**config.mk**
```make
export PLATFORM = sky130hd
export DESIGN_NAME = trap_entry_and_interrupt_gate_unit
export DESIGN_NICKNAME = d
export VERILOG_FILES = /design/src/hdl/teig_pkg.sv /design/src/hdl/trap_entry_and_interrupt_gate_unit.sv
export SDC_FILE = /design/constraint.sdc
export NUM_CORES = 1
export LEC_CHECK = 0
export ABC_AREA = 1
export ABC_CLOCK_PERIOD_IN_PS = 10300
export BUFFER_PORTS_ARGS = -buffer_cell sky130_fd_sc_hd__buf_2
export CORE_MARGIN = 2
export CORE_UTILIZATION = 30
export CTS_CLUSTER_SIZE = 14
export DETAILED_ROUTE_END_ITERATION = 8
export PLACE_DENSITY = 0.44
export RECOVER_POWER = 25
export SKIP_LAST_GASP = 1
export SLEW_MARGIN = 20
export SYNTH_ARGS = -nofsm -noshare
export SYNTH_HDL_FRONTEND = slang
export SYNTH_SLANG_ARGS = --single-unit
```
**constraint.sdc**
```tcl
create_clock -name clock -period 10.3 [get_ports clock]
set_clock_uncertainty 0.2 [all_clocks]
set_input_delay 0.515 -clock clock [delete_from_list [all_inputs] [get_ports clock]]
set_output_delay 0.515 -clock clock [all_outputs]
set_load 0.05 [all_outputs]
```
**src/hdl/teig_pkg.sv**
```systemverilog
// Package with the shared types and constants of the trap entry and interrupt gate.
package teig_pkg;

   // Item kinds carried on the request channel.
   typedef enum logic [1:0] {
      ACT_RAISE   = 2'd0,
      ACT_QUERY   = 2'd1,
      ACT_POST    = 2'd2,
      ACT_RESTORE = 2'd3
   } action_type;

   // Interrupt kinds reported by a query.
   typedef enum logic [1:0] {
      KIND_NONE  = 2'd0,
      KIND_TIMER = 2'd1,
      KIND_UART  = 2'd2
   } irq_kind_type;

   // Privilege level codes.
   localparam logic [1:0] LEVEL_USER     = 2'd0;
   localparam logic [1:0] LEVEL_SUPER    = 2'd1;
   localparam logic [1:0] LEVEL_RESERVED = 2'd2;
   localparam logic [1:0] LEVEL_MACHINE  = 2'd3;

   // Configuration register indexes.
   localparam int unsigned CSR_INDEX_WIDTH = 3;
   localparam logic [CSR_INDEX_WIDTH-1:0] CSR_MACHINE_VECTOR    = 3'd0;
   localparam logic [CSR_INDEX_WIDTH-1:0] CSR_SUPERVISOR_VECTOR = 3'd1;
   localparam logic [CSR_INDEX_WIDTH-1:0] CSR_DELEGATION_MASK   = 3'd2;
   localparam logic [CSR_INDEX_WIDTH-1:0] CSR_MACHINE_IRQ_EN    = 3'd3;
   localparam logic [CSR_INDEX_WIDTH-1:0] CSR_SUPERVISOR_IRQ_EN = 3'd4;

   // Status word bit positions.
   localparam int unsigned MIE_BIT  = 3;
   localparam int unsigned MPIE_BIT = 7;
   localparam int unsigned MPP_LSB  = 11;
   localparam int unsigned SIE_BIT  = 1;
   localparam int unsigned SPIE_BIT = 5;
   localparam int unsigned SPP_LSB  = 8;

   localparam int unsigned XLEN = 32;

   // One request beat as held in the input register.
   typedef struct packed {
      action_type       action;
      logic [XLEN-1:0]  cause;
      logic [XLEN-1:0]  trap_pc;
      logic             uart_ready;
      logic [XLEN-1:0]  new_mstatus;
      logic [XLEN-1:0]  new_sstatus;
      logic [1:0]       new_level;
   } req_type;

   // One response beat as held in the result register.
   typedef struct packed {
      logic [XLEN-1:0]  target_pc;
      irq_kind_type     irq_kind;
      logic             bad_level;
      logic [XLEN-1:0]  mstatus;
      logic [XLEN-1:0]  sstatus;
      logic [XLEN-1:0]  mepc;
      logic [XLEN-1:0]  sepc;
      logic [XLEN-1:0]  mcause;
      logic [XLEN-1:0]  scause;
      logic [1:0]       level;
   } rsp_type;

endpackage

```
**src/hdl/trap_entry_and_interrupt_gate_unit.sv**
```systemverilog
// Trap entry and interrupt gate: request register, single-pass trap logic and result register.

// Each request beat is one of four actions (raise trap, query interrupt, post interrupt
// request, restore state) and yields exactly one response beat carrying the handler vector,
// the interrupt answer, the reserved-level flag and the status, epc, cause and level state
// after the action. A beat is captured in the request register, processed by one level of
// shallow bit logic that updates the architectural trap state, and lands in the response
// register; a new beat is taken every cycle while the response side keeps up, and only a
// stalled response register holds the pipe. The configuration port is always ready and
// must be written only while the unit is idle.
module trap_entry_and_interrupt_gate_unit (
   input  logic                                  clock,
   input  logic                                  reset,
   // request channel
   input  logic                                  req_valid,
   output logic                                  req_ready,
   input  logic [1:0]                            req_action,
   input  logic [teig_pkg::XLEN-1:0]             req_cause,
   input  logic [teig_pkg::XLEN-1:0]             req_trap_pc,
   input  logic                                  req_uart_ready,
   input  logic [teig_pkg::XLEN-1:0]             req_new_mstatus,
   input  logic [teig_pkg::XLEN-1:0]             req_new_sstatus,
   input  logic [1:0]                            req_new_level,
   // response channel
   output logic                                  rsp_valid,
   input  logic                                  rsp_ready,
   output logic [teig_pkg::XLEN-1:0]             rsp_target_pc,
   output logic [1:0]                            rsp_irq_kind,
   output logic                                  rsp_bad_level,
   output logic [teig_pkg::XLEN-1:0]             rsp_out_mstatus,
   output logic [teig_pkg::XLEN-1:0]             rsp_out_sstatus,
   output logic [teig_pkg::XLEN-1:0]             rsp_out_mepc,
   output logic [teig_pkg::XLEN-1:0]             rsp_out_sepc,
   output logic [teig_pkg::XLEN-1:0]             rsp_out_mcause,
   output logic [teig_pkg::XLEN-1:0]             rsp_out_scause,
   output logic [1:0]                            rsp_out_level,
   // configuration port
   input  logic                                  csr_valid,
   output logic                                  csr_ready,
   input  logic [teig_pkg::CSR_INDEX_WIDTH-1:0]  csr_index,
   input  logic [teig_pkg::XLEN-1:0]             csr_data
);

   // configuration registers
   logic [teig_pkg::XLEN-1:0] machine_vector_ff;
   logic [teig_pkg::XLEN-1:0] supervisor_vector_ff;
   logic [teig_pkg::XLEN-1:0] delegation_mask_ff;
   logic                      machine_irq_en_ff;
   logic                      supervisor_irq_en_ff;

   // architectural trap state
   logic [teig_pkg::XLEN-1:0] mstatus_ff, mstatus_in;
   logic [teig_pkg::XLEN-1:0] sstatus_ff, sstatus_in;
   logic [teig_pkg::XLEN-1:0] mepc_ff, mepc_in;
   logic [teig_pkg::XLEN-1:0] sepc_ff, sepc_in;
   logic [teig_pkg::XLEN-1:0] mcause_ff, mcause_in;
   logic [teig_pkg::XLEN-1:0] scause_ff, scause_in;
   logic [1:0]                level_ff, level_in;
   logic                      pending_ff, pending_in;

   // pipeline registers
   logic                 req_held_ff;
   teig_pkg::req_type    req_data_ff;
   logic                 rsp_valid_ff;
   teig_pkg::rsp_type    rsp_data_ff, rsp_data_in;

   logic                 advance;
   logic                 delegate;
   logic                 to_super;
   logic                 to_machine;
   logic                 low_level;

   assign csr_ready = 1'b1;
   assign advance   = req_held_ff && (!rsp_valid_ff || rsp_ready);
   assign req_ready = !req_held_ff || advance;

   always_ff @(posedge clock) begin
      if (reset) begin
         machine_vector_ff    <= '0;
         supervisor_vector_ff <= '0;
         delegation_mask_ff   <= '0;
         machine_irq_en_ff    <= 1'b0;
         supervisor_irq_en_ff <= 1'b0;
      end else if (csr_valid) begin
         case (csr_index)
            teig_pkg::CSR_MACHINE_VECTOR:    machine_vector_ff    <= csr_data;
            teig_pkg::CSR_SUPERVISOR_VECTOR: supervisor_vector_ff <= csr_data;
            teig_pkg::CSR_DELEGATION_MASK:   delegation_mask_ff   <= csr_data;
            teig_pkg::CSR_MACHINE_IRQ_EN:    machine_irq_en_ff    <= csr_data[0];
            teig_pkg::CSR_SUPERVISOR_IRQ_EN: supervisor_irq_en_ff <= csr_data[0];
            default: ;
         endcase
      end
   end

   always_ff @(posedge clock) begin
      if (reset) begin
         req_held_ff <= 1'b0;
      end else if (req_valid && req_ready) begin
         req_held_ff <= 1'b1;
      end else if (advance) begin
         req_held_ff <= 1'b0;
      end
   end

   always_ff @(posedge clock) begin
      if (req_valid && req_ready) begin
         req_data_ff.action      <= teig_pkg::action_type'(req_action);
         req_data_ff.cause       <= req_cause;
         req_data_ff.trap_pc     <= req_trap_pc;
         req_data_ff.uart_ready  <= req_uart_ready;
         req_data_ff.new_mstatus <= req_new_mstatus;
         req_data_ff.new_sstatus <= req_new_sstatus;
         req_data_ff.new_level   <= req_new_level;
      end
   end

   // Causes of 32 and above have no mask bit and are never delegated from machine mode.
   assign delegate  = (req_data_ff.cause[teig_pkg::XLEN-1:5] == '0) &&
                      delegation_mask_ff[req_data_ff.cause[4:0]];
   assign low_level = (level_ff == teig_pkg::LEVEL_USER) ||
                      (level_ff == teig_pkg::LEVEL_SUPER);
   assign to_super   = low_level || ((level_ff == teig_pkg::LEVEL_MACHINE) && delegate);
   assign to_machine = (level_ff == teig_pkg::LEVEL_MACHINE) && !delegate;

   always_comb begin
      mstatus_in = mstatus_ff;
      sstatus_in = sstatus_ff;
      mepc_in    = mepc_ff;
      sepc_in    = sepc_ff;
      mcause_in  = mcause_ff;
      scause_in  = scause_ff;
      level_in   = level_ff;
      pending_in = pending_ff;
      rsp_data_in.target_pc = '0;
      rsp_data_in.irq_kind  = teig_pkg::KIND_NONE;
      rsp_data_in.bad_level = 1'b0;

      case (req_data_ff.action)
         teig_pkg::ACT_RAISE: begin
            if (to_machine) begin
               mstatus_in[teig_pkg::MPIE_BIT]     = mstatus_ff[teig_pkg::MIE_BIT];
               mstatus_in[teig_pkg::MIE_BIT]      = 1'b0;
               mstatus_in[teig_pkg::MPP_LSB +: 2] = level_ff;
               mepc_in   = req_data_ff.trap_pc;
               mcause_in = req_data_ff.cause;
               level_in  = teig_pkg::LEVEL_MACHINE;
               rsp_data_in.target_pc = machine_vector_ff;
            end else if (to_super) begin
               sstatus_in[teig_pkg::SPIE_BIT]     = sstatus_ff[teig_pkg::SIE_BIT];
               sstatus_in[teig_pkg::SIE_BIT]      = 1'b0;
               sstatus_in[teig_pkg::SPP_LSB +: 2] = level_ff;
               sepc_in   = req_data_ff.trap_pc;
               scause_in = req_data_ff.cause;
               mcause_in = req_data_ff.cause;
               level_in  = teig_pkg::LEVEL_SUPER;
               rsp_data_in.target_pc = supervisor_vector_ff;
            end else begin
               rsp_data_in.bad_level = 1'b1;
            end
         end
         teig_pkg::ACT_QUERY: begin
            // At machine level a taken interrupt is always reported as timer, whatever the serial input says.
            if ((level_ff == teig_pkg::LEVEL_MACHINE) && machine_irq_en_ff &&
                mstatus_ff[teig_pkg::MIE_BIT] && pending_ff) begin
               pending_in = 1'b0;
               rsp_data_in.irq_kind = teig_pkg::KIND_TIMER;
            end else if (low_level && supervisor_irq_en_ff &&
                         sstatus_ff[teig_pkg::SIE_BIT] && pending_ff) begin
               pending_in = 1'b0;
               rsp_data_in.irq_kind = req_data_ff.uart_ready ? teig_pkg::KIND_UART
                                                             : teig_pkg::KIND_TIMER;
            end
         end
         teig_pkg::ACT_POST: begin
            pending_in = 1'b1;
         end
         teig_pkg::ACT_RESTORE: begin
            mstatus_in = req_data_ff.new_mstatus;
            sstatus_in = req_data_ff.new_sstatus;
            level_in   = req_data_ff.new_level;
         end
         default: ;
      endcase

      rsp_data_in.mstatus = mstatus_in;
      rsp_data_in.sstatus = sstatus_in;
      rsp_data_in.mepc    = mepc_in;
      rsp_data_in.sepc    = sepc_in;
      rsp_data_in.mcause  = mcause_in;
      rsp_data_in.scause  = scause_in;
      rsp_data_in.level   = level_in;
   end

   always_ff @(posedge clock) begin
      if (reset) begin
         mstatus_ff <= '0;
         sstatus_ff <= '0;
         mepc_ff    <= '0;
         sepc_ff    <= '0;
         mcause_ff  <= '0;
         scause_ff  <= '0;
         level_ff   <= teig_pkg::LEVEL_MACHINE;
         pending_ff <= 1'b0;
      end else if (advance) begin
         mstatus_ff <= mstatus_in;
         sstatus_ff <= sstatus_in;
         mepc_ff    <= mepc_in;
         sepc_ff    <= sepc_in;
         mcause_ff  <= mcause_in;
         scause_ff  <= scause_in;
         level_ff   <= level_in;
         pending_ff <= pending_in;
      end
   end

   always_ff @(posedge clock) begin
      if (reset) begin
         rsp_valid_ff <= 1'b0;
      end else if (advance) begin
         rsp_valid_ff <= 1'b1;
      end else if (rsp_ready) begin
         rsp_valid_ff <= 1'b0;
      end
   end

   always_ff @(posedge clock) begin
      if (advance) begin
         rsp_data_ff <= rsp_data_in;
      end
   end

   assign rsp_valid       = rsp_valid_ff;
   assign rsp_target_pc   = rsp_data_ff.target_pc;
   assign rsp_irq_kind    = rsp_data_ff.irq_kind;
   assign rsp_bad_level   = rsp_data_ff.bad_level;
   assign rsp_out_mstatus = rsp_data_ff.mstatus;
   assign rsp_out_sstatus = rsp_data_ff.sstatus;
   assign rsp_out_mepc    = rsp_data_ff.mepc;
   assign rsp_out_sepc    = rsp_data_ff.sepc;
   assign rsp_out_mcause  = rsp_data_ff.mcause;
   assign rsp_out_scause  = rsp_data_ff.scause;
   assign rsp_out_level   = rsp_data_ff.level;

endmodule
```
==> results of run 1 <==
-- path summary, 6_finish.rpt --
kind,start,endpoint,slack [ns],depth (start not counted)
max reg2reg,rsp_valid,req_data_ff[103],4.42,4
max,rsp_valid,req_data_ff[103],4.42,4
min reg2reg,mstatus_ff[28],mstatus_ff[28],0.25,2
min,req_valid,req_held_ff,0.02,3
-- cells by family (layout without fill, tap and decap cells) --
| group | after synthesis | after routing | share of synthesized area (%) |
|---|---|---|---|
| AO/OA/AOI/OAI | 632 | 632 | 13.5 |
| adder cells (fa/ha/maj) | 4 | 4 | 0.199 |
| buffers and inverters | 479 | 1049 | 7.72 |
| flip-flops | 657 | 657 | 66.6 |
| other | 1 | 5 | 0.0149 |
| AND/OR/NAND/NOR | 744 | 744 | 11.9 |
-- where the power goes --
part	total (mW)	switching, mW	internal, mW
clock	2.62	1.10	1.52
combinational	0.688	0.505	0.183
sequential	3.01	0.0641	2.94
-- final cells by class --
class	count	area, µm²
repair buffers	586	3590
clock buffers	108	2130
multi-input cells	1381	6490
diodes	4	10.0
inverters	320	1210
flip-flops and latches	657	16800
clock inverters	35	274
well taps	1080	1350
fillers	8384	51600
-- worst min-delay path, cell delays in order --
cell and delay [ns]:
buf_2 0.07, nand2_1 0.07, a21oi_1 0.12
-- cell usage after synthesis (3+ instances only) --
| cell | instances | area [µm²] |
|---|---|---|
| nand4_1 | 6 | 37.5 |
| o22ai_1 | 3 | 18.8 |
| buf_1 | 4 | 15.0 |
| nor3_1 | 3 | 15.0 |
| o21ai_0 | 324 | 1620 |
| dfxtp_1 | 295 | 5910 |
| nor2_1 | 270 | 1010 |
| a32o_1 | 26 | 260 |
| edfxtp_1 | 362 | 10900 |
| nand3_1 | 108 | 541 |
| ha_1 | 4 | 50.1 |
| nand2_2 | 3 | 18.8 |
| clkbuf_1 | 120 | 450 |
| inv_2 | 3 | 11.3 |
| nor4_1 | 4 | 25.0 |
| buf_6 | 14 | 158 |
| o21ai_1 | 66 | 330 |
| a21oi_1 | 171 | 856 |
| buf_4 | 6 | 45.0 |
| buf_2 | 15 | 75.1 |
| inv_1 | 316 | 1190 |
| o211ai_1 | 33 | 248 |
| o21ai_2 | 5 | 43.8 |
| nand2_1 | 345 | 1290 |
-- registers in the layout, indices dropped and copies added (netlist names), 2 cells and up --
| register | count |
|---|---|
| rsp_out_mepc | 32 |
| delegation_mask_ff | 32 |
| rsp_irq_kind | 2 |
| sepc_ff | 32 |
| req_data_ff | 133 |
| scause_ff | 32 |
| mepc_ff | 32 |
| rsp_out_level | 2 |
| sstatus_ff | 32 |
| rsp_out_mcause | 32 |
| machine_vector_ff | 32 |
| supervisor_vector_ff | 32 |
| mstatus_ff | 32 |
| rsp_out_scause | 32 |
| rsp_out_sstatus | 32 |
| mcause_ff | 32 |
| level_ff | 2 |
| rsp_out_mstatus | 32 |
| rsp_target_pc | 32 |
| rsp_out_sepc | 32 |
-- metal layers --
layer | part of all wire, % | up-vias | routed length [µm] | GRT usage, %
met2 | 46 | 492 | 33500 | 26.6
li1 | - | 9459 | - | -
met4 | 2.1 | 16 | 1500 | 4.68
met1 | 45 | 9213 | 32500 | 21.6
met5 | 0.11 | - | 82 | 0
met3 | 6.8 | 116 | 4930 | 4.21
-- timing repair --
item,in CTS,in global routing
hold buffers,163,0
endpoints found under the hold margin,188,0
endpoints found under the setup margin,0,0
gates resized for setup,0,0
==> metrics.md, run 1 <==
| Metric | Value |
|---|---|
| Total Power | `6.32 mW` |
| Iter 0 DRT Violations | `1,238` |
| Initial core utilization | `30.2%` |
| Register bit total from synthesis | `657` |
| Syn Area/Cell | `10.0 µm²` |
| Detail Route Antenna Nets | `0` |
| Core Area | `83,400 µm²` |
| Worst path cell trace | `nand3_1, nand2_1, clkinvlp_2, buf_4` |
| RSZ-0062 raised after global routing | `false` |
| Final design area excluding fillers | `31,800 µm²` |
| Clock sink count | `657` |
| Cell variety after synth | `33` |
| Fin util | `38.2%` |
| Synthesis Warnings | `0` |
| Worst-skew pair later-pin latency | `0.61 ns` |
| Hold Fails Final Rpt | `0` |
| CP max stage cell | `clkinvlp_2` |
| Pin count of the biggest net entering global routing | `128` |
| Post-DP Area | `28,000 µm²` |
| Port bufs | `403` |
| Max Freq | `0.170 GHz` |
| Crit path max-delay family | `buffers and inverters` |
| CTS root buffer | `clkbuf_16` |
| Setup crit end kind | `register` |
| Max_slew headroom | `-168%` |
| Number of global-route vias before repair | `18,800` |
| Via count | `19,300` |
| DRC Markers | `0` |
| Via/cell ratio | `4.63` |
| Synthesized cell area | `25,200 µm²` |
| Final Setup Violations | `0` |
| Final Non-Filler Cells | `4,171` |
| Initial antenna violation count | `12` |
| Max FO, Critical Path | `80` |
| WL per Instance | `17.4 µm` |
| Final max-slew violation count | `158` |
| Placement Setup Slack | `6.43 ns` |
| First-pass GRT wire length | `110 mm` |
| Post-Route WL | `72.6 mm` |
| Max VDD drop | `0.108 mV` |
| Buf/Inv on CP | `2` |
| Status | `finished, violations left` |
| H-tree levels | `3` |
| Total track usage | `16.4%` |
| Clk buf depth | `3` |
| Leak | `13.0 nW` |
| Final Cycle Share | `57.1%` |
| Io pins | `405` |
| Clock transition at the registers of the reported paths | `0.06 ns` |
| Leading cell type in the layout, fill and taps excluded | `edfxtp_1` |
| Post-synth EDFFs | `362` |
| Nets@finish | `3,201` |
| PwrDens | `198 nW/µm²` |
| Layout area overhead | `26.4%` |
| Total gr overflow | `0` |
| RePlAce Congestion | `0.790` |
| Drt pass-1 iters | `5` |
| Detailed-placement wirelength estimate | `45.4 mm` |
| Die Area | `86,300 µm²` |
| CP Data Arrival Time | `5.89 ns` |
| Failing checks | `capacitance limit, slew limit` |
| # rows | `106` |
| Sequential element share of the synthesized area | `66.6%` |
| TritonCTS buffer count | `78` |
| Final setup margin | `4.42 ns` |
| Max_cap viols | `3` |
| TritonCTS clock tree | `yes` |
| Main flop type after synthesis | `edfxtp_1` |
| Die Y | `294 µm` |
| Placed instance count | `3,861` |
| Min cycle time layout | `5.88 ns` |
| Synthesized instance count | `2,517` |
| Async SR Flop Fraction | `0%` |
| Most frequent cells in the layout | `edfxtp_1, nand2_1, o21ai_0` |
| Worst-Margin Slew | `3.99 ns` |
| Worst Setup Start Kind | `register` |
| Hold Crit Class | `primary input to register` |
| Share of cells above drive strength 1 | `12.0%` |
| CP Data Required Time | `10.31 ns` |
| WS Path Type | `register to register` |
| Slowest stage delay, CP | `2.94 ns` |
| Die X | `294 µm` |
| Synthesized Nets | `2,694` |
| Final setup TNS | `0 ns` |
| Post-CTS Setup Inserts | `0` |
| Fin Hold WS | `0.0236 ns` |
No activity file was read; power rests on OpenSTA's default activity.
==> run 2, diff against run 1 <==
ABC_AREA = 0   (was 1)
ABC_CLOCK_PERIOD_IN_PS = 5100   (was 10300)
PLACE_DENSITY = 0.45   (was 0.44)
clock period = 5.1 ns   (was 10.3 ns; I/O delays follow)
==> metrics.md, run 2 <==
| Metric | Value |
|---|---|
| Status | `finished, violations left (unchanged)` |
| Failing checks | `capacitance limit, slew limit (unchanged)` |
| Setup crit end kind | `register (unchanged)` |
| Number of global-route vias before repair | `17,500 (was 18,800)` |
| Sequential Area | `16,800 µm² (unchanged)` |
| Most common cell in the netlist | `edfxtp_1 (unchanged)` |
| Final setup TNS | `0 ns (unchanged)` |
| Cell variety after synth | `48 (was 33)` |
| Most instantiated cells after synthesis | `edfxtp_1, nand2_1, dfxtp_1 (was edfxtp_1, nand2_1, o21ai_0)` |
| Largest family of logic cells by synthesized area | `simple AND/OR/NAND/NOR gates (was compound AO/OA/AOI/OAI gates)` |
| CTS root buffer | `clkbuf_16 (unchanged)` |
| Pin count of the biggest net entering global routing | `172 (was 128)` |
| Synthesized Nets | `2,163 (was 2,694)` |
| CP Data Arrival Time | `4.24 ns (was 5.89 ns)` |
| TritonCTS buffer count | `77 (was 78)` |
| Post-DP Area | `28,200 µm² (was 28,000 µm²)` |
| Main area contributors after synthesis | `edfxtp_1, dfxtp_1, mux2_2 (was edfxtp_1, dfxtp_1, o21ai_0)` |
| Multiplexer share of the synthesized area | `11.9% (was 0%)` |
| WL per Instance | `19.3 µm (was 17.4 µm)` |
| Compound-Gate Fraction of Synth Area | `6.22% (was 13.5%)` |
| Initial antenna violation count | `8 (was 12)` |
| Clock sink count | `657 (unchanged)` |
| Hold Crit Start | `req_new_mstatus[2] (was req_valid)` |
| Post-Route WL | `70.8 mm (was 72.6 mm)` |
| Post-synthesis simple-gate area fraction | `12.2% (was 11.9%)` |
| Post-synthesis adder-cell area fraction | `0.200% (was 0.199%)` |
| DRC Markers | `0 (unchanged)` |
| Die Area | `85,700 µm² (was 86,300 µm²)` |
| Hold Crit Class | `primary input to register (unchanged)` |
| Io pins | `405 (unchanged)` |
| Sequential element share of the synthesized area | `67.1% (was 66.6%)` |
| Initial core utilization | `30.4% (was 30.2%)` |
| Detailed-placement wirelength estimate | `43.4 mm (was 45.4 mm)` |
| Clk buf depth | `3 (unchanged)` |
| CP Data Required Time | `5.37 ns (was 10.31 ns)` |
| Die X | `293 µm (was 294 µm)` |
| Cell count of the worst hold path | `2 (was 3)` |
| TritonCTS clock tree | `yes (unchanged)` |
| Core Area | `82,200 µm² (was 83,400 µm²)` |
| Worst-Margin Slew | `3.31 ns (was 3.99 ns)` |
| Min cycle time layout | `3.96 ns (was 5.88 ns)` |
| Total track usage | `16.1% (was 16.4%)` |
| Via count | `17,100 (was 19,300)` |
| Leak | `11.9 nW (was 13.0 nW)` |
| FF-to-FF End | `sepc_ff[11] (was req_data_ff[103])` |
| CTS Hold Bufs | `172 (was 163)` |
| Layout area overhead | `29.3% (was 26.4%)` |
| Max VDD drop | `0.388 mV (was 0.108 mV)` |
| Final Cycle Share | `77.7% (was 57.1%)` |
| Slowest stage delay, CP | `0.99 ns (was 2.94 ns)` |
| Post-synth EDFFs | `362 (unchanged)` |
| Final setup margin | `1.14 ns (was 4.42 ns)` |
| Placed instance count | `3,350 (was 3,861)` |
| H-tree levels | `3 (unchanged)` |
| Final Setup Violations | `0 (unchanged)` |
| Placement Setup Slack | `1.07 ns (was 6.43 ns)` |
| Main flop type after synthesis | `edfxtp_1 (unchanged)` |
| Register bank with the most flops | `req_data_ff (unchanged)` |
| First-pass GRT wire length | `107 mm (was 110 mm)` |
| Post-synth top area share | `43.5% (was 43.2%)` |
| Resized cells post-CTS | `0 (unchanged)` |
| CP max stage cell | `edfxtp_1 (was clkinvlp_2)` |
| Max_cap viols | `1 (was 3)` |
| Max Freq | `0.252 GHz (was 0.170 GHz)` |
| Max FFs per register | `133 (unchanged)` |
| Synthesized instance count | `1,986 (was 2,517)` |
| Final max-slew violation count | `171 (was 158)` |
| Max_slew headroom | `-121% (was -168%)` |
| Total Power | `12.6 mW (was 6.32 mW)` |
| R2r startpoint | `req_data_ff[99] (was rsp_valid)` |
| Port bufs | `403 (unchanged)` |
| Hold Fails Final Rpt | `0 (unchanged)` |
| RSZ-0062 raised after global routing | `false (unchanged)` |
| Detail Route Antenna Nets | `0 (unchanged)` |
| Async SR Flop Fraction | `0% (unchanged)` |
| Worst Setup Start Kind | `register (unchanged)` |
| Share of cells above drive strength 1 | `22.7% (was 12.0%)` |
| Syn Area/Cell | `12.6 µm² (was 10.0 µm²)` |
| Fin Hold WS | `0.114 ns (was 0.0236 ns)` |
| Drt pass-1 iters | `7 (was 5)` |
| Max FO, Critical Path | `34 (was 80)` |
| Synthesized cell area | `25,000 µm² (was 25,200 µm²)` |
| Clock transition at the registers of the reported paths | `0.06 ns (about the same)` |
| Fin util | `39.3% (was 38.2%)` |
| Via/cell ratio | `4.67 (was 4.63)` |
| Total gr overflow | `0 (unchanged)` |
| Most frequent cells in the layout | `edfxtp_1, nand2_1, dfxtp_1 (was edfxtp_1, nand2_1, o21ai_0)` |
| # rows | `105 (was 106)` |
| Cell taking the most area after synthesis | `edfxtp_1 (unchanged)` |
| Final Non-Filler Cells | `3,668 (was 4,171)` |
| FF-to-FF path depth | `8 (was 4)` |
| Setup slack, reg-to-reg | `1.14 ns (was 4.42 ns)` |
| Fillers | `7,915 (was 8,384)` |
| Synthesis Warnings | `0 (unchanged)` |
| Register bit total from synthesis | `657 (unchanged)` |
| Worst path cell trace | `mux2i_1, mux4_2, a22o_1, o31ai_4, buf_4, nand2_2, buf_4, mux2i_1 (was nand3_1, nand2_1, clkinvlp_2, buf_4)` |
| Iter 0 DRT Violations | `888 (was 1,238)` |
| Post-CTS Setup Inserts | `0 (unchanged)` |
| PwrDens | `390 nW/µm² (was 198 nW/µm²)` |
| Synth Area in XOR/XNOR | `0% (unchanged)` |
| Die Y | `293 µm (was 294 µm)` |
| WS Path Type | `register to register (unchanged)` |
| Nets@finish | `2,709 (was 3,201)` |
| Multi-input gate area | `7720 µm² (was 6490 µm²)` |
| Worst-skew pair later-pin latency | `0.64 ns (was 0.61 ns)` |
| Final design area excluding fillers | `32,300 µm² (was 31,800 µm²)` |
| RePlAce Congestion | `0.749 (was 0.790)` |
| Leading cell type in the layout, fill and taps excluded | `edfxtp_1 (unchanged)` |
| Endpoint, Worst Hold | `req_data_ff[36] (was req_held_ff)` |
run 2: changes by cell type after synthesis, sizes merged, moves of 32 or more:
cell | previous run | this run
inv | 319 | 9
nor3 | 3 | 39
nand4b | 0 | 32
nand2b | 0 | 133
a22o | 0 | 35
mux2 | 0 | 184
o211ai | 33 | 1
nand3 | 108 | 10
nor2 | 271 | 94
mux2i | 0 | 82
o21ai | 395 | 34
run 2: final cells by class:
type	count	area share, %
Clock inverter	38	1.47
Multi-Input combinational cell	1188	23.9
Tap cell	1070	4.14
Sequential cell	657	51.9
Antenna cell	3	0.0232
Inverter	9	0.128
Timing Repair Buffer	599	11.9
Clock buffer	104	6.59
run 2: cells by family (layout without fill, tap and decap cells):
| kind of cell | count (synthesis) | after routing |
|---|---|---|
| compound gates | 263 | 263 |
| mux | 270 | 270 |
| flops | 657 | 657 |
| other cells | 1 | 4 |
| buf+inv | 141 | 750 |
| fa+ha+maj | 4 | 4 |
| simple gates | 650 | 650 |
run 2: how the worst max path moves through the flow:
stage | slack (ns) | cells after the start | start | end
after floorplan | 0.20 | 3 | rsp_valid | req_data_ff[0]
after global placement | 1.11 | 8 | req_data_ff[99] | sepc_ff[23]
after detailed placement | 1.07 | 8 | req_data_ff[99] | sepc_ff[12]
after CTS | 1.04 | 8 | req_data_ff[99] | sepc_ff[11]
after global routing | 0.82 | 4 | reset | mepc_ff[5]
final | 1.14 | 8 | req_data_ff[99] | sepc_ff[11]
run 2: report_power, final:
part           total [mW]  leakage (nW)  internal, mW  switching (mW)
clock                5.59          1.26          3.24            2.35
sequential           5.92          5.90          5.82           0.109
combinational        1.10          4.70         0.363           0.732
run 2: worst max-delay path: cells and delay by family (launching register included):
family                 cells  cell delay [ns]
AO/OA/AOI/OAI              2             0.52
flip-flops                 1             0.99
buffers and inverters      2             0.88
AND/OR/NAND/NOR            1             0.30
multiplexers               3             0.89
run 2: metal layers:
layer  share of wire (%)  track usage [%]  vias up
met1                  44             20.7     8382
li1                    -                -     8143
met3                 6.0             3.93      125
met4                 3.1             5.39        8
met5               0.066                0        -
met2                  47             26.5      470
==> run 3, diff against run 2 <==
ABC_CLOCK_PERIOD_IN_PS = 3300   (was 5100)
clock period = 3.3 ns   (was 5.1 ns; I/O delays follow)
==> metrics.md, run 3 (synthesis results as in run 2) <==
| Metric | Value |
|---|---|
| Max FO, Critical Path | `13 (was 34)` |
| Drt pass-1 iters | `5 (was 7)` |
| Core Area | `82,200 µm² (unchanged)` |
| Most frequent cells in the layout | `edfxtp_1, nand2_1, dfxtp_1 (unchanged)` |
| Hold Crit Class | `primary input to register (unchanged)` |
| First-pass GRT wire length | `109 mm (was 107 mm)` |
| Total track usage | `16.5% (was 16.1%)` |
| TritonCTS buffer count | `77 (unchanged)` |
| Worst-skew pair later-pin latency | `0.63 ns (was 0.64 ns)` |
| Most Frequent Cell on Critical Path | `buf_4` |
| CP Data Required Time | `3.47 ns (was 5.37 ns)` |
| Final design area excluding fillers | `32,800 µm² (was 32,300 µm²)` |
| Worst-Margin Slew | `0.869 ns (was 3.31 ns)` |
| Detail Route Antenna Nets | `0 (unchanged)` |
| Clock sink count | `657 (unchanged)` |
| WL per Instance | `19.5 µm (was 19.3 µm)` |
| CP max stage cell | `edfxtp_1 (unchanged)` |
| PwrDens | `592 nW/µm² (was 390 nW/µm²)` |
| RePlAce Congestion | `0.751 (was 0.749)` |
| Clk pwr share | `43.9% (was 44.3%)` |
| H-tree levels | `3 (unchanged)` |
| Net Sw Power | `4.88 mW (was 3.19 mW)` |
| Final Setup Violations | `0 (unchanged)` |
| Die Y | `293 µm (unchanged)` |
| Port bufs | `403 (unchanged)` |
| Pint | `14.5 mW (was 9.42 mW)` |
| Worst Setup Start Kind | `register (unchanged)` |
| Final Cycle Share | `90.3% (was 77.7%)` |
| Total Power | `19.4 mW (was 12.6 mW)` |
| Iter 0 DRT Violations | `839 (was 888)` |
| Leading cell type in the layout, fill and taps excluded | `edfxtp_1 (unchanged)` |
| Register bank with the most flops | `req_data_ff (unchanged)` |
| Post-DP Area | `28,500 µm² (was 28,200 µm²)` |
| Max_cap viols | `0 (was 1)` |
| Switching share of power | `25.1% (was 25.3%)` |
| Io pins | `405 (unchanged)` |
| Die X | `293 µm (unchanged)` |
| Final setup TNS | `0 ns (unchanged)` |
| Final Non-Filler Cells | `3,716 (was 3,668)` |
| Detailed-placement wirelength estimate | `45.4 mm (was 43.4 mm)` |
| Max VDD drop | `0.378 mV (was 0.388 mV)` |
| Die Area | `85,700 µm² (unchanged)` |
| Flop pwr share | `47.1% (was 47.0%)` |
| Clock transition at the registers of the reported paths | `0.06 ns (about the same)` |
| Leak | `12.0 nW (was 11.9 nW)` |
| Final setup margin | `0.321 ns (was 1.14 ns)` |
| Number of global-route vias before repair | `18,100 (was 17,500)` |
| Fin Hold WS | `0.0520 ns (was 0.114 ns)` |
| Crit path max-delay family | `buffers and inverters (was flip-flops)` |
| Final max-slew violation count | `0 (was 171)` |
| Buf/Inv on CP | `5 (was 2)` |
| Setup crit end kind | `register (unchanged)` |
| Layout area overhead | `31.1% (was 29.3%)` |
| DRC Markers | `0 (unchanged)` |
| Max FFs per register | `133 (unchanged)` |
| Pin count of the biggest net entering global routing | `146 (was 172)` |
| Post-Route WL | `72.6 mm (was 70.8 mm)` |
| CP Data Arrival Time | `3.15 ns (was 4.24 ns)` |
| Share of cells above drive strength 1 | `21.4% (was 22.7%)` |
| Slowest stage delay, CP | `0.44 ns (was 0.99 ns)` |
| Max Freq | `0.336 GHz (was 0.252 GHz)` |
| CTS root buffer | `clkbuf_16 (unchanged)` |
| Max_slew headroom | `42.1% (was -121%)` |
| Initial core utilization | `30.4% (unchanged)` |
| Hold Fails Final Rpt | `0 (unchanged)` |
| Worst path cell trace | `nor4_2, buf_4, nand4_1, buf_4, nor2_4, buf_4, a31oi_1, nor2_4, buf_12, buf_12, mux2_2 (was mux2i_1, mux4_2, a22o_1, o31ai_4, buf_4, nand2_2, buf_4, mux2i_1)` |
| RSZ-0062 raised after global routing | `false (unchanged)` |
| WS Path Type | `register to register (unchanged)` |
| Status | `finished, final reports clean (was finished, violations left)` |
| Fillers | `7,910 (was 7,915)` |
| Min cycle time layout | `2.98 ns (was 3.96 ns)` |
| Via count | `17,400 (was 17,100)` |
| Placed instance count | `3,376 (was 3,350)` |
| # rows | `105 (unchanged)` |
| TritonCTS clock tree | `yes (unchanged)` |
| Placement Setup Slack | `0.0440 ns (was 1.07 ns)` |
| Fin util | `39.9% (was 39.3%)` |
| Via/cell ratio | `4.68 (was 4.67)` |
| Clk buf depth | `3 (unchanged)` |
| Total gr overflow | `0 (unchanged)` |
| Initial antenna violation count | `9 (was 8)` |
| Combinational fraction of design power | `9.0% (was 8.7%)` |
| Nets@finish | `2,753 (was 2,709)` |
## run 3: worst register-to-register path, cell delays in order (launching register included)
cell and delay, ns:
edfxtp_1 0.44, nor4_2 0.32, buf_4 0.16, nand4_1 0.09, buf_4 0.17, nor2_4 0.16
buf_4 0.17, a31oi_1 0.15, nor2_4 0.18, buf_12 0.17, buf_12 0.18, mux2_2 0.35
## run 3: power groups by stage
stage	Combinational [mW]	Sequential (mW)	Clock (mW)
floorplan	0.614	9.71	0
global placement	1.61	9.32	0
detailed placement	1.62	9.32	0
CTS	1.81	9.15	8.80
global route	1.88	9.18	9.10
finish	1.75	9.15	8.52
## run 3: path summary, 6_finish.rpt
| path | startpoint | to | slack [ns] | cells past startpoint |
|---|---|---|---|---|
| worst min-delay path | req_trap_pc[11] | req_data_ff[78] | 0.05 | 2 |
| worst max-delay path | req_data_ff[113] | rsp_out_sepc[18] | 0.32 | 11 |
| worst min register to register | mstatus_ff[27] | mstatus_ff[27] | 0.25 | 2 |
| worst max register to register | req_data_ff[113] | rsp_out_sepc[18] | 0.32 | 11 |
## run 3: layout make-up
class | instances | area [µm²] | share of cell area, %
Antenna cell | 6 | 15.0 | 0.0458
Clock buffer | 110 | 2130 | 6.50
Clock inverter | 33 | 409 | 1.25
Inverter | 9 | 41.3 | 0.126
Multi-Input combinational cell | 1188 | 7740 | 23.6
Sequential cell | 657 | 16800 | 51.2
Tap cell | 1070 | 1340 | 4.08
Timing Repair Buffer | 643 | 4330 | 13.2
## run 3: per-layer routing
metal	part of all wire, %	GRT usage (%)	up-vias
li1	-	-	8254
met1	43	20.7	8522
met2	48	27.8	480
met3	5.6	3.92	127
met4	3.1	6.00	6
met5	0.039	0	-
## run 3: timing repair
item,4_1_cts,5_1_grt
endpoints found under the hold margin,279,0
endpoints found under the setup margin,0,92
hold buffers,191,0
resized for setup,0,4
buffers inserted,0,0
